--- src/rtl/esd_pkg.sv ---
// Shared types, character constants and lookup functions of the escape
// sequence byte decoder. No dependencies.
package esd_pkg;

  localparam logic [7:0] CHAR_BACKSLASH = 8'h5C;
  localparam logic [7:0] CHAR_ZERO      = 8'h30;
  localparam logic [7:0] CHAR_ONE       = 8'h31;
  localparam logic [7:0] CHAR_NINE      = 8'h39;
  localparam logic [7:0] BYTE_NUL       = 8'h00;

  // Depth of the result queue in front of the output port.
  localparam int unsigned QUEUE_DEPTH = 3;
  localparam int unsigned CountWidth  = $clog2(QUEUE_DEPTH + 1);
  localparam int unsigned IndexWidth  = $clog2(QUEUE_DEPTH);

  // Decoder modes, one-hot.
  typedef enum logic [3:0] {
    MODE_PLAIN = 4'b0001,
    MODE_ESC   = 4'b0010,
    MODE_ZERO  = 4'b0100,
    MODE_HEX1  = 4'b1000
  } esd_mode_e;

  // One result byte with its end marks.
  typedef struct packed {
    logic [7:0] data;
    logic       run_last;
    logic       message_last;
  } esd_item_t;

  // Everything one input character produces: zero, one or two bytes.
  typedef struct packed {
    logic [1:0] count;
    esd_item_t  first;
    esd_item_t  second;
  } esd_pair_t;

  // Bit 4 flags a hex digit, bits 3:0 carry its value.
  function automatic logic [4:0] hex_value(logic [7:0] c);
    logic [4:0] r;
    begin
      case (c) inside
        [8'h30:8'h39]:                r = {1'b1, c[3:0]};
        [8'h41:8'h46], [8'h61:8'h66]: r = {1'b1, c[3:0] + 4'd9};
        default:                      r = 5'd0;
      endcase
      return r;
    end
  endfunction

  // Bit 8 flags a known escape letter, bits 7:0 carry the control byte.
  function automatic logic [8:0] control_byte(logic [7:0] c);
    logic [8:0] r;
    begin
      case (c)
        8'h61:          r = {1'b1, 8'h07}; // a
        8'h62:          r = {1'b1, 8'h08}; // b
        8'h74:          r = {1'b1, 8'h09}; // t
        8'h6E:          r = {1'b1, 8'h0A}; // n
        8'h76:          r = {1'b1, 8'h0B}; // v
        8'h66:          r = {1'b1, 8'h0C}; // f
        8'h72:          r = {1'b1, 8'h0D}; // r
        CHAR_BACKSLASH: r = {1'b1, CHAR_BACKSLASH};
        default:        r = 9'd0;
      endcase
      return r;
    end
  endfunction

endpackage

--- src/rtl/esd_decoder.sv ---
// Escape decoder: mode and held-nibble registers plus the logic that turns
// one character into up to two result bytes. Depends on esd_pkg.
module esd_decoder (
  input  logic             clk_i,
  input  logic             rst_ni,
  input  logic             accept_i,
  input  logic [7:0]       char_in_i,
  input  logic             text_end_i,
  output esd_pkg::esd_pair_t pair_o
);
  import esd_pkg::*;

  esd_mode_e  mode_q, mode_d;
  logic [3:0] nibble_q, nibble_d;

  logic [4:0] hv;
  logic [8:0] cb;
  logic [1:0] n;
  logic [7:0] b0, b1;

  always_comb begin
    hv       = hex_value(char_in_i);
    cb       = control_byte(char_in_i);
    mode_d   = MODE_PLAIN;
    nibble_d = nibble_q;
    n        = 2'd0;
    b0       = char_in_i;
    b1       = char_in_i;
    case (mode_q)
      MODE_PLAIN: begin
        if (char_in_i == CHAR_BACKSLASH && !text_end_i) begin
          mode_d = MODE_ESC;
        end else begin
          n = 2'd1;
        end
      end
      MODE_ESC: begin
        if (char_in_i == CHAR_ZERO) begin
          mode_d = MODE_ZERO;
        end else if (char_in_i >= CHAR_ONE && char_in_i <= CHAR_NINE) begin
          nibble_d = char_in_i[3:0];
          mode_d   = MODE_HEX1;
        end else if (cb[8]) begin
          n  = 2'd1;
          b0 = cb[7:0];
        end else begin
          n  = 2'd2;
          b0 = CHAR_BACKSLASH;
        end
      end
      MODE_ZERO, MODE_HEX1: begin
        if (hv[4] && mode_q == MODE_ZERO) begin
          nibble_d = hv[3:0];
          mode_d   = MODE_HEX1;
        end else if (hv[4]) begin
          n  = 2'd1;
          b0 = {nibble_q, hv[3:0]};
        end else begin
          // The escape ends here; the character is then decoded as plain text.
          b0 = (mode_q == MODE_ZERO) ? BYTE_NUL : {4'h0, nibble_q};
          if (char_in_i == CHAR_BACKSLASH && !text_end_i) begin
            n      = 2'd1;
            mode_d = MODE_ESC;
          end else begin
            n = 2'd2;
          end
        end
      end
      default: begin
        n = 2'd1;
      end
    endcase

    // At the end of the text a pending escape is flushed as one byte.
    if (text_end_i) begin
      if (mode_d == MODE_ZERO) begin
        n  = 2'd1;
        b0 = BYTE_NUL;
      end else if (mode_d == MODE_HEX1) begin
        n  = 2'd1;
        b0 = {4'h0, nibble_d};
      end
      mode_d   = MODE_PLAIN;
      nibble_d = 4'h0;
    end

    pair_o.count               = n;
    pair_o.first.data          = b0;
    pair_o.first.run_last      = (n == 2'd1);
    pair_o.first.message_last  = (n == 2'd1) && text_end_i;
    pair_o.second.data         = b1;
    pair_o.second.run_last     = 1'b1;
    pair_o.second.message_last = text_end_i;
  end

  always_ff @(posedge clk_i or negedge rst_ni) begin
    if (!rst_ni) begin
      mode_q   <= MODE_PLAIN;
      nibble_q <= 4'h0;
    end else if (accept_i) begin
      mode_q   <= mode_d;
      nibble_q <= nibble_d;
    end
  end

endmodule

--- src/rtl/esd_out_queue.sv ---
// Small result queue; takes up to two bytes per transfer, gives one byte
// per cycle on a valid/ready port while ready is high. Depends on esd_pkg.
module esd_out_queue (
  input  logic                           clk_i,
  input  logic                           rst_ni,
  input  logic                           push_i,
  input  esd_pkg::esd_pair_t             pair_i,
  output logic                           space_o,
  output logic                           out_valid_o,
  input  logic                           out_ready_i,
  output esd_pkg::esd_item_t             head_o,
  output logic [esd_pkg::CountWidth-1:0] count_o
);
  import esd_pkg::*;

  esd_item_t              entry_q [QUEUE_DEPTH];
  esd_item_t              entry_d [QUEUE_DEPTH];
  logic [CountWidth-1:0]  cnt_q, cnt_d, base;
  logic                   pop;

  assign out_valid_o = (cnt_q != '0);
  assign head_o      = entry_q[0];
  assign pop         = out_valid_o && out_ready_i;
  // Room for a full pair is required before a character is taken.
  assign space_o     = (cnt_q <= CountWidth'(QUEUE_DEPTH - 2));
  assign count_o     = cnt_q;

  always_comb begin
    for (int i = 0; i < QUEUE_DEPTH - 1; i++) begin
      if (pop) begin
        entry_d[i] = entry_q[i + 1];
      end else begin
        entry_d[i] = entry_q[i];
      end
    end
    entry_d[QUEUE_DEPTH - 1] = entry_q[QUEUE_DEPTH - 1];
    base  = cnt_q - CountWidth'(pop);
    cnt_d = base;
    if (push_i) begin
      if (pair_i.count != 2'd0) begin
        entry_d[base[IndexWidth-1:0]] = pair_i.first;
      end
      if (pair_i.count == 2'd2) begin
        entry_d[base[IndexWidth-1:0] + IndexWidth'(1)] = pair_i.second;
      end
      cnt_d = base + CountWidth'(pair_i.count);
    end
  end

  always_ff @(posedge clk_i or negedge rst_ni) begin
    if (!rst_ni) begin
      cnt_q <= '0;
    end else begin
      cnt_q <= cnt_d;
    end
  end

  always_ff @(posedge clk_i) begin
    for (int i = 0; i < QUEUE_DEPTH; i++) begin
      entry_q[i] <= entry_d[i];
    end
  end

endmodule

--- src/rtl/escape_sequence_byte_decoder_core.sv ---
// Top level of the escape sequence byte decoder: character input channel,
// decoder and result queue. Depends on esd_pkg, esd_decoder, esd_out_queue.
//
// Usage:
//   Characters of a macro text arrive one per transfer on the input channel
//   (char_in_i, text_end_i, in_valid_i / in_ready_o). text_end_i marks the
//   last character; any escape still open is then flushed.
//   Decoded bytes leave one per transfer on the output channel (byte_out_o,
//   run_last_o, message_last_o, out_valid_o / out_ready_i). run_last_o marks
//   the last byte caused by one character, message_last_o the final byte of
//   the text.
// Timing and rate:
//   A character is decoded in the cycle it is transferred and its bytes are
//   written to a three-entry result queue; with the queue empty, the first
//   byte is visible in the cycle after the input transfer. The output port
//   moves one byte per cycle while out_ready_i is high, which sets the rate;
//   a character that gives two bytes holds the output longer than one that
//   gives one byte, and one that only opens an escape produces nothing.
// Reset and stalls:
//   Reset empties the queue and returns the decoder to plain text mode.
//   The input is taken while the queue has room for two bytes, so one
//   waiting byte does not block the next character; a longer stall at the
//   output fills the queue and then holds off the input.
module escape_sequence_byte_decoder_core (
  input  logic       clk_i,
  input  logic       rst_ni,
  input  logic       in_valid_i,
  output logic       in_ready_o,
  input  logic [7:0] char_in_i,
  input  logic       text_end_i,
  output logic       out_valid_o,
  input  logic       out_ready_i,
  output logic [7:0] byte_out_o,
  output logic       run_last_o,
  output logic       message_last_o
);
  import esd_pkg::*;

  logic                  accept;
  esd_pair_t             pair;
  esd_item_t             head;
  logic                  space;
  logic [CountWidth-1:0] count;

  assign in_ready_o = space;
  assign accept     = in_valid_i && in_ready_o;

  // Mode and held hex digit advance only on an input transfer.
  esd_decoder u_decoder (
    .clk_i      (clk_i),
    .rst_ni     (rst_ni),
    .accept_i   (accept),
    .char_in_i  (char_in_i),
    .text_end_i (text_end_i),
    .pair_o     (pair)
  );

  // The queue separates the output handshake from the input side.
  esd_out_queue u_queue (
    .clk_i       (clk_i),
    .rst_ni      (rst_ni),
    .push_i      (accept),
    .pair_i      (pair),
    .space_o     (space),
    .out_valid_o (out_valid_o),
    .out_ready_i (out_ready_i),
    .head_o      (head),
    .count_o     (count)
  );

  assign byte_out_o     = head.data;
  assign run_last_o     = head.run_last;
  assign message_last_o = head.message_last;

  // The last character of a text always yields at least one byte.
  a_end_gives_byte : assert property (@(posedge clk_i) disable iff (!rst_ni)
    accept && text_end_i |=> out_valid_o)
    else $error("no byte after the last character of a text");

  // The end of the message is always the end of a character's run.
  a_message_last_is_run_last : assert property (@(posedge clk_i) disable iff (!rst_ni)
    out_valid_o && message_last_o |-> run_last_o)
    else $error("message end without run end");

  // An empty queue always takes the next character.
  a_empty_takes_input : assert property (@(posedge clk_i) disable iff (!rst_ni)
    count == '0 |-> in_ready_o)
    else $error("input held off with an empty queue");

  // The queue never holds more than its depth.
  a_count_bound : assert property (@(posedge clk_i) disable iff (!rst_ni)
    count <= CountWidth'(QUEUE_DEPTH))
    else $error("result queue overflow");

endmodule
--- config.mk ---
export PLATFORM = sky130hd
export DESIGN_NAME = escape_sequence_byte_decoder_core
export DESIGN_NICKNAME = d
export VERILOG_FILES = /design/src/rtl/esd_pkg.sv /design/src/rtl/esd_decoder.sv /design/src/rtl/esd_out_queue.sv /design/src/rtl/escape_sequence_byte_decoder_core.sv
export SDC_FILE = /design/constraint.sdc
export NUM_CORES = 1
export LEC_CHECK = 0
export BUFFER_PORTS_ARGS = -buffer_cell sky130_fd_sc_hd__buf_2
export CELL_PAD_IN_SITES_DETAIL_PLACEMENT = 1
export CELL_PAD_IN_SITES_GLOBAL_PLACEMENT = 2
export CORE_UTILIZATION = 35
export DETAILED_ROUTE_END_ITERATION = 7
export PLACE_DENSITY = 0.74
export SYNTH_ARGS = -nofsm -noshare
export SYNTH_HDL_FRONTEND = slang
export SYNTH_SLANG_ARGS = --single-unit
--- constraint.sdc ---
create_clock -name clk_i -period 6.4 [get_ports clk_i]
set_input_delay 0.96 -clock clk_i [delete_from_list [all_inputs] [get_ports clk_i]]
set_output_delay 0.96 -clock clk_i [all_outputs]
set_load 0.02 [all_outputs]
==> metrics.cfg, run 1 <==
[outcome]
status = completed

[timing]
tns_ns = 0
maxSlewHeadroom_pct = 26.33
worst_slew_pin_slew_ns = 1.094
drv_slew = 0
worst_slack_ns = 1.942
min_period_ns = 4.458
rsz0062_at_grt = false
report.final.hold_viol_count = 0
min_period_over_period_pct = 69.66
fmax_mhz = 224.3
skew_ns = 0.01038
setup_viol = 0

[floorplanning]
die_x_um = 101.2
num_rows = 35
dieHeight_um = 101.2
die_area_um2 = 10250
initial_utilization_pct = 36.78
io_pins = 25
core-area_um2 = 9371

[job]
cap_violations = 0

[setup_path]
r2r_setup_slack_ns = 2.13
worstPathArrival_ns = 4.65
r2r-end = u_queue.entry_q[0][2]
path_class = primary input to flop
rr_startpoint = u_queue.count_o[1]
reg2regPathDepth = 11
worstSetupStartpointType = primary input
path_max_fanout = 21
required_ns = 6.59
cp-end-kind = flop

[placement]
gp_congestion = 0.8580
pre_cts_slack_ns = 1.513
place_hpwl_um = 9049
portBuffers = 24

[finish]
multiInputGateArea_um2 = 2230
fin_nets = 431
diodes = 0
drive_above_1_share_pct = 16.22
register_area_um2 = 952.2
area_growth_pct = 6.860
fillers = 1177

[synthesis]
netlist_instances = 416
synth_edf_count = 10
async_flop_share_pct = 25.00
synth_seq_cells = 40
yosys_warnings = 0
ys_seq_area_share_pct = 27.62
synth_cell_types = 84
syn_avg_cell_area_um2 = 8.286
synth_area_um2 = 3447
synth_flop_cell = dfxtp_1
syn-num-nets = 435

[global_route]
grt_util_all_layers_pct = 25.28
grt_pass1_vias = 3412
antenna_found_initial = 0
grt_max_degree = 26
grt_overflow_total = 0
grt_pass1_wl_um = 19570

[min_path]
hp-class = primary input to async pin

[routing]
drtPass1Iterations = 4
ant_nets = 0
drc = 0
drt-initial-drc-count = 303
drt-total-wl_um = 12210
avgViaCountPerCell = 6.234
routedWlPerCell_um = 22.52
vias = 3379

[power]
peakVddDrop_v = 0.0002653
power-per-cell-area_nw_per_um2 = 338.3
p_leak_nw = 1.377

[clock_tree]
clockRootBuffer = clkbuf_8
cts_resized = 0
cts-buffers-inserted = 5
h-tree-depth = 2
cts.clk_slew.worst_paths_ns = 0.09
cts_sinks = 40
cts_tree = yes
insertion_delay_ns = 0.31
clock_path_buffers = 2
cts_hold_buf = 0
postCtsSetupRepairBufs = 0

[critical path, stage by stage]
cell and delay (ns):
buf_2 0.09, nand2_1 0.73, clkinv_1 0.57, ha_1 0.66, inv_1 0.17, or3_1 0.47
o21bai_2 0.33, o21ai_2 0.25, a21oi_1 0.10, a221o_1 0.31
[final cells by class]
| class | instances | area share (%) |
|---|---|---|
| Multi-Input combinational cell | 326 | 60.53 |
| Timing Repair Buffer | 28 | 4.076 |
| Inverter | 11 | 1.121 |
| Clock inverter | 1 | 0.8152 |
| Tap cell | 129 | 4.382 |
| Sequential cell | 40 | 25.85 |
| Clock buffer | 7 | 3.227 |
[through the flow]
step                      instances  area (µm²)  total power, mW  utilization, %  hold WS (ns)
after detailed placement        533        3527           0.9838           37.64        0.5292
after global placement          533        3527           0.9728           37.64        0.5183
final                           542        3684            1.246           39.31        0.4928
after CTS                       541        3676            1.252           39.23        0.4970
after global routing            542        3684            1.330           39.31        0.5029
after floorplan                 416        3447           0.8586               -        0.4891
[report_power, final]
| group | switching (mW) | internal [mW] |
|---|---|---|
| Sequential | 0.0455 | 0.371 |
| Combinational | 0.354 | 0.209 |
| Clock | 0.103 | 0.164 |
| Total | 0.502 | 0.744 |
[cells in the mapped netlist (3+ instances only)]
master,number,area share [%]
buf_4,13,2.8
a21oi_1,23,3.3
or3_1,3,0.54
a32oi_1,5,1.3
a32o_1,5,1.5
o221ai_1,8,2.0
nor2_1,45,4.9
dfrtp_1,9,6.5
and3_1,3,0.54
nor3_1,14,2.0
buf_2,11,1.6
mux2_2,3,0.98
ha_1,6,2.2
nand4b_1,3,0.76
inv_1,9,0.98
nand3b_1,3,0.65
a221o_1,4,1.2
o41ai_1,3,0.76
a31oi_1,7,1.3
o211ai_1,6,1.3
nor4b_2,3,1.3
edfxtp_1,10,8.7
nand3_1,8,1.2
nor2_2,3,0.54
clkbuf_1,11,1.2
o32ai_1,3,0.76
xnor2_1,3,0.76
a22oi_1,4,0.87
mux2i_1,14,4.1
a21o_1,7,1.5
dfxtp_1,20,12
o22ai_1,5,0.91
a211oi_1,7,1.5
xor2_1,3,0.76
o21ai_0,23,3.3
nand2_1,47,5.1
a211oi_4,3,1.7
[cell families after synthesis]
logic type	Yosys count	synth area share, %
AOI/OAI and AO/OA	148	32.74
xor gates and xnor gates	6	1.525
adders and majority gates	6	2.178
buffers and inverters	50	7.695
DFF	40	27.62
muxes	17	5.045
and+or+nand+nor	149	23.19
[layout by cell type, fill, tap and decap left out, types with 5 or more instances in the layout]
| cell | synthesis | final |
|---|---|---|
| nor3_1 | 14 | 14 |
| a32o_1 | 5 | 5 |
| a21o_1 | 7 | 7 |
| a21oi_1 | 23 | 23 |
| nand3_1 | 8 | 8 |
| o211ai_1 | 6 | 6 |
| o21ai_0 | 23 | 23 |
| a211oi_1 | 7 | 7 |
| o221ai_1 | 8 | 8 |
| mux2i_1 | 14 | 14 |
| inv_1 | 9 | 9 |
| a31oi_1 | 7 | 7 |
| edfxtp_1 | 10 | 10 |
| o22ai_1 | 5 | 5 |
| buf_2 | 11 | 24 |
| ha_1 | 6 | 6 |
| dfrtp_1 | 9 | 9 |
| nand2_1 | 47 | 47 |
| clkbuf_8 | 0 | 5 |
| nor2_1 | 45 | 45 |
| dfxtp_1 | 20 | 20 |
| a32oi_1 | 5 | 5 |
[flip-flops by register name (all words and copies together) (netlist names)]
name	cells
u_decoder.mode_q	4
u_decoder.nibble_q	4
u_queue.entry_q	30
u_queue.count_o	2
[routing by layer]
metal	part of all wire, %	vias to the layer above	global-route usage [%]	wire length [µm]
li1	-	1573	-	-
met5	0	-	0	0
met3	5.0	13	3.796	612
met1	47	1700	35.88	5708
met2	47	93	40.24	5733
met4	1.3	0	6.132	153
[worst max path at each step]
stage | end | startpoint | cells after the start
6_report | u_queue.entry_q[0][2] | out_ready_i | 10
5_1_grt | u_queue.entry_q[0][23] | out_ready_i | 10
4_1_cts | u_queue.entry_q[0][29] | char_in_i[0] | 9
3_5_place_dp | u_queue.entry_q[0][29] | char_in_i[0] | 9
3_3_place_gp | u_queue.entry_q[0][2] | out_ready_i | 10
2_1_floorplan | u_queue.count_o[1] | char_in_i[1] | 14
No activity file was read; power rests on OpenSTA's default activity.
==> inputs of run 2 (changes only) <==
==> constraint.sdc (replaced) <==
create_clock -name clk_i -period 4.62 [get_ports clk_i]
set_input_delay 0.693 -clock clk_i [delete_from_list [all_inputs] [get_ports clk_i]]
set_output_delay 0.693 -clock clk_i [all_outputs]
set_load 0.02 [all_outputs]
==> metrics.cfg, run 2 (synthesis gave the netlist of run 1 again) <==
[outcome]
status = completed

[clock_tree]
cts.clk_slew.worst_paths_ns = 0.08
cts_resized = 0
cts-buffers-inserted = 5
cts_tree = yes
clock_path_buffers = 2
cts_sinks = 40
cts_hold_buf = 0
clockRootBuffer = clkbuf_8
h-tree-depth = 2
postCtsSetupRepairBufs = 0
insertion_delay_ns = 0.29

[floorplanning]
die_x_um = 101.2
die_area_um2 = 10250
core-area_um2 = 9371
dieHeight_um = 101.2
initial_utilization_pct = 36.78
num_rows = 35
io_pins = 25

[global_route]
grt_util_all_layers_pct = 24.64
grt_overflow_total = 0
grt_max_degree = 26
grt_pass1_wl_um = 19180
grt_pass1_vias = 3429
antenna_found_initial = 0

[placement]
place_hpwl_um = 8961
gp_congestion = 0.9017
pre_cts_slack_ns = 0.5166
portBuffers = 24
post-place-cells = 539

[setup_path]
path_class = primary input to flop
cp-endpoint = u_queue.entry_q[0][25]
rr_startpoint = u_queue.count_o[1]
cp-end-kind = flop
critPathBufInv = 2
slowest_delay_ns = 0.78
reg2regPathDepth = 11
crit_cells = 10
crit_top_cell = o21bai_1
r2r-end = u_queue.entry_q[0][2]
cp-startpoint = char_in_i[1]
cp_slowest_cell = o21bai_1
path_max_fanout = 13
worstPathArrival_ns = 4.08
worstSetupStartpointType = primary input
cpLargestDelayFamily = compound AO/OA/AOI/OAI gates
required_ns = 4.79
r2r_setup_slack_ns = 1.31
crit_path_cell_trace = buf_2 -> inv_1 -> ha_1 -> o21bai_1 -> a211oi_4 -> o221ai_2 -> o21bai_1 -> o31a_1 -> a22o_1 -> a21o_1

[power]
peakVddDrop_v = 0.0003596
power-per-cell-area_nw_per_um2 = 440.6
p_leak_nw = 1.368

[finish]
drive_above_1_share_pct = 16.75
largestRegisters = u_queue.entry_q: 30 flops, u_decoder.mode_q: 4 flops, u_decoder.nibble_q: 4 flops
fin_util_pct = 38.99
final_cell_mix = 47 x nand2_1, 45 x nor2_1, 24 x buf_2
layout_commonest_cell = nand2_1
largest_reg_flops = 30
area_growth_pct = 5.989
regMostFlops = u_queue.entry_q
fin_nets = 436
final_cells = 547
diodes = 0

[min_path]
hp-class = primary input to async pin

[timing]
worst_slack_ns = 0.7104
maxSlewHeadroom_pct = 36.16
report.final.hold_viol_count = 0
min_period_ns = 3.910
rsz0062_at_grt = false
min_period_over_period_pct = 84.62
fmax_mhz = 255.8
setup_viol = 0
tns_ns = 0
worst_slew_pin_slew_ns = 0.9502
skew_ns = 0.004820
drv_slew = 0

[routing]
routedWlPerCell_um = 21.99
drtPass1Iterations = 5
drt-total-wl_um = 12030
vias = 3376
avgViaCountPerCell = 6.172
drt-initial-drc-count = 199
drc = 0
ant_nets = 0

[job]
cap_violations = 0

## run 2: changes by cell type in the layout (fill, tap and decap cells not counted), sizes merged
cell	delta
bufinv	-1
clkbuf	-1
buf	+6
clkinv	+1
## run 2: power breakdown
group / switching [mW] / internal, mW / leakage [nW]
Clock: 0.128 / 0.106 / 0.0422
Combinational: 0.498 / 0.304 / 0.935
Sequential: 0.0607 / 0.514 / 0.391
## run 2: through the flow
| stage | total power [mW] | hold WS [ns] | instance area, µm² |
|---|---|---|---|
| 2_1_floorplan | 1.189 | 0.3974 | 3447 |
| 6_report | 1.610 | 0.2448 | 3654 |
| 5_1_grt | 1.727 | 0.2538 | 3654 |
| 3_5_place_dp | 1.375 | 0.5244 | 3572 |
| 4_1_cts | 1.609 | 0.2467 | 3654 |
| 3_3_place_gp | 1.367 | 0.5164 | 3572 |
## run 2: worst min-delay path by stage
stage / slack, ns / cells after the start / end
final: 0.24 / 1 / u_queue.count_o[0]
after global routing: 0.25 / 1 / u_queue.count_o[1]
after CTS: 0.25 / 1 / u_queue.count_o[0]
after detailed placement: 0.52 / 2 / u_queue.entry_q[0][17]
after global placement: 0.52 / 2 / u_queue.entry_q[0][17]
after floorplan: 0.40 / 0 / u_decoder.mode_q[1]
## run 2: final cells by class
class,instances,area (µm²)
Clock buffer,7,76.32
Clock inverter,1,5.005
Fill cell,1181,5718
Inverter,11,41.29
Multi-Input combinational cell,326,2230
Sequential cell,40,952.2
Tap cell,129,161.4
Timing Repair Buffer,33,187.7
## run 2: per-layer routing
metal | vias to the layer above | share of wire [%] | track usage (%)
li1 | 1585 | - | -
met1 | 1684 | 49 | 34.44
met2 | 88 | 45 | 40.50
met3 | 19 | 4.2 | 2.968
met4 | 0 | 1.7 | 5.797
met5 | - | 0 | 0
==> inputs of run 3 (changes only) <==
==> constraint.sdc (replaced) <==
create_clock -name clk_i -period 3.8 [get_ports clk_i]
set_input_delay 0.57 -clock clk_i [delete_from_list [all_inputs] [get_ports clk_i]]
set_output_delay 0.57 -clock clk_i [all_outputs]
set_load 0.02 [all_outputs]
==> metrics.cfg, run 3 (synthesis gave the netlist of run 1 again) <==
[clock_tree]
h-tree-depth = 2
cts_resized = 0
cts_tree = yes
cts-buffers-inserted = 5
cts_sinks = 40
cts.clk_slew.worst_paths_ns = 0.08
clockRootBuffer = clkbuf_8
clock_path_buffers = 2
postCtsSetupRepairBufs = 0
insertion_delay_ns = 0.30
cts_hold_buf = 0

[setup_path]
r2r_setup_slack_ns = 0.84
rr_startpoint = u_queue.count_o[1]
critPathBufInv = 4
cp-startpoint = char_in_i[0]
worstSetupStartpointType = primary input
worstPathArrival_ns = 3.36
crit_cells = 11
r2r-end = u_queue.entry_q[0][5]
cp-end-kind = flop
cpLargestDelayFamily = compound AO/OA/AOI/OAI gates
crit_path_cell_trace = buf_2 -> inv_1 -> ha_1 -> o21bai_1 -> a211oi_4 -> buf_4 -> o221ai_2 -> o21bai_1 -> buf_4 -> o21ai_0 -> mux2_2
path_max_fanout = 9
path_class = primary input to flop
required_ns = 3.85
cp_slowest_cell = a211oi_4
reg2regPathDepth = 11
slowest_delay_ns = 0.44
cp-endpoint = u_queue.entry_q[0][20]

[timing]
min_period_ns = 3.307
maxSlewHeadroom_pct = 38.62
min_period_over_period_pct = 87.03
tns_ns = 0
drv_slew = 0
report.final.hold_viol_count = 0
rsz0062_at_grt = false
worst_slew_pin_slew_ns = 0.9166
fmax_mhz = 302.4
setup_viol = 0
worst_slack_ns = 0.4930
skew_ns = 0.009519

[placement]
portBuffers = 24
gp_congestion = 0.9077
place_hpwl_um = 9388
pre_cts_slack_ns = 0.1962

[floorplanning]
initial_utilization_pct = 36.78
core-area_um2 = 9371
die_area_um2 = 10250
dieHeight_um = 101.2
die_x_um = 101.2
io_pins = 25
num_rows = 35

[power]
power-per-cell-area_nw_per_um2 = 533.3
p_leak_nw = 1.450
p_total_mw = 2.017
p_comb_share_pct = 50.3
peakVddDrop_v = 0.0003267
clockPowerShare_pct = 15.0
switching_share_pct = 42.22
netSwitchingPower_mw = 0.8516
p_int_mw = 1.165
seqPwrFrac_pct = 34.7

[routing]
drt-initial-drc-count = 166
drt-total-wl_um = 12470
drtPass1Iterations = 5
drc = 0
ant_nets = 0
avgViaCountPerCell = 6.140
vias = 3457
routedWlPerCell_um = 22.15

[finish]
largestRegisters = u_queue.entry_q: 30 flops, u_decoder.mode_q: 4 flops, u_decoder.nibble_q: 4 flops
fin_nets = 452
layout_commonest_cell = nand2_1
regMostFlops = u_queue.entry_q
final_cell_mix = 47 x nand2_1, 45 x nor2_1, 25 x buf_4
drive_above_1_share_pct = 19.82
largest_reg_flops = 30
area_growth_pct = 9.728
diodes = 0

[global_route]
grt_pass1_vias = 3495
grt_pass1_wl_um = 19800
grt_overflow_total = 0
grt_util_all_layers_pct = 25.60
grt_max_degree = 26
antenna_found_initial = 0

[outcome]
status = completed

[min_path]
hp-class = primary input to async pin

[job]
cap_violations = 0

[run 3: power groups by stage]
stage          combinational [mW]  sequential, mW  clock [mW]
2_1_floorplan               0.754           0.693           0
3_3_place_gp                0.993           0.704           0
3_5_place_dp                 1.01           0.709           0
4_1_cts                      1.01           0.701       0.310
5_1_grt                      1.12           0.714       0.322
6_report                     1.01           0.701       0.302
[run 3: area by class of cell]
type / count / area, µm²
clock buffer: 8 / 90.09
fill: 1155 / 5589
inverter: 11 / 41.29
multi-input combinational: 326 / 2230
sequential: 40 / 952.2
tap: 129 / 161.4
timing repair buffer: 49 / 307.8
[run 3: how the worst min path moves through the flow]
stage | end | start | cells after the start | slack (ns)
after floorplan | u_decoder.mode_q[1] | rst_ni | 0 | 0.27
after global placement | u_queue.count_o[0] | rst_ni | 1 | 0.44
after detailed placement | u_queue.count_o[0] | rst_ni | 1 | 0.44
after CTS | u_queue.count_o[0] | rst_ni | 1 | 0.12
after global routing | u_queue.count_o[0] | rst_ni | 1 | 0.13
final | u_queue.count_o[0] | rst_ni | 1 | 0.12
[run 3: stage by stage]
step                hold slack, ns  std cells  utilization [%]  instance area (µm²)
CTS                         0.1214        563            40.36                 3782
global route                0.1269        563            40.36                 3782
floorplan                   0.2744        416                -                 3447
global placement            0.4417        555            39.40                 3692
finish                      0.1222        563            40.36                 3782
detailed placement          0.4406        555            39.40                 3692
[run 3: routing by layer]
metal | track usage [%] | up-vias | routed length, µm
met4 | 8.584 | 0 | 300
met2 | 39.87 | 111 | 5628
met3 | 3.520 | 25 | 630
met5 | 0 | - | 0
li1 | - | 1615 | -
met1 | 36.34 | 1706 | 5913
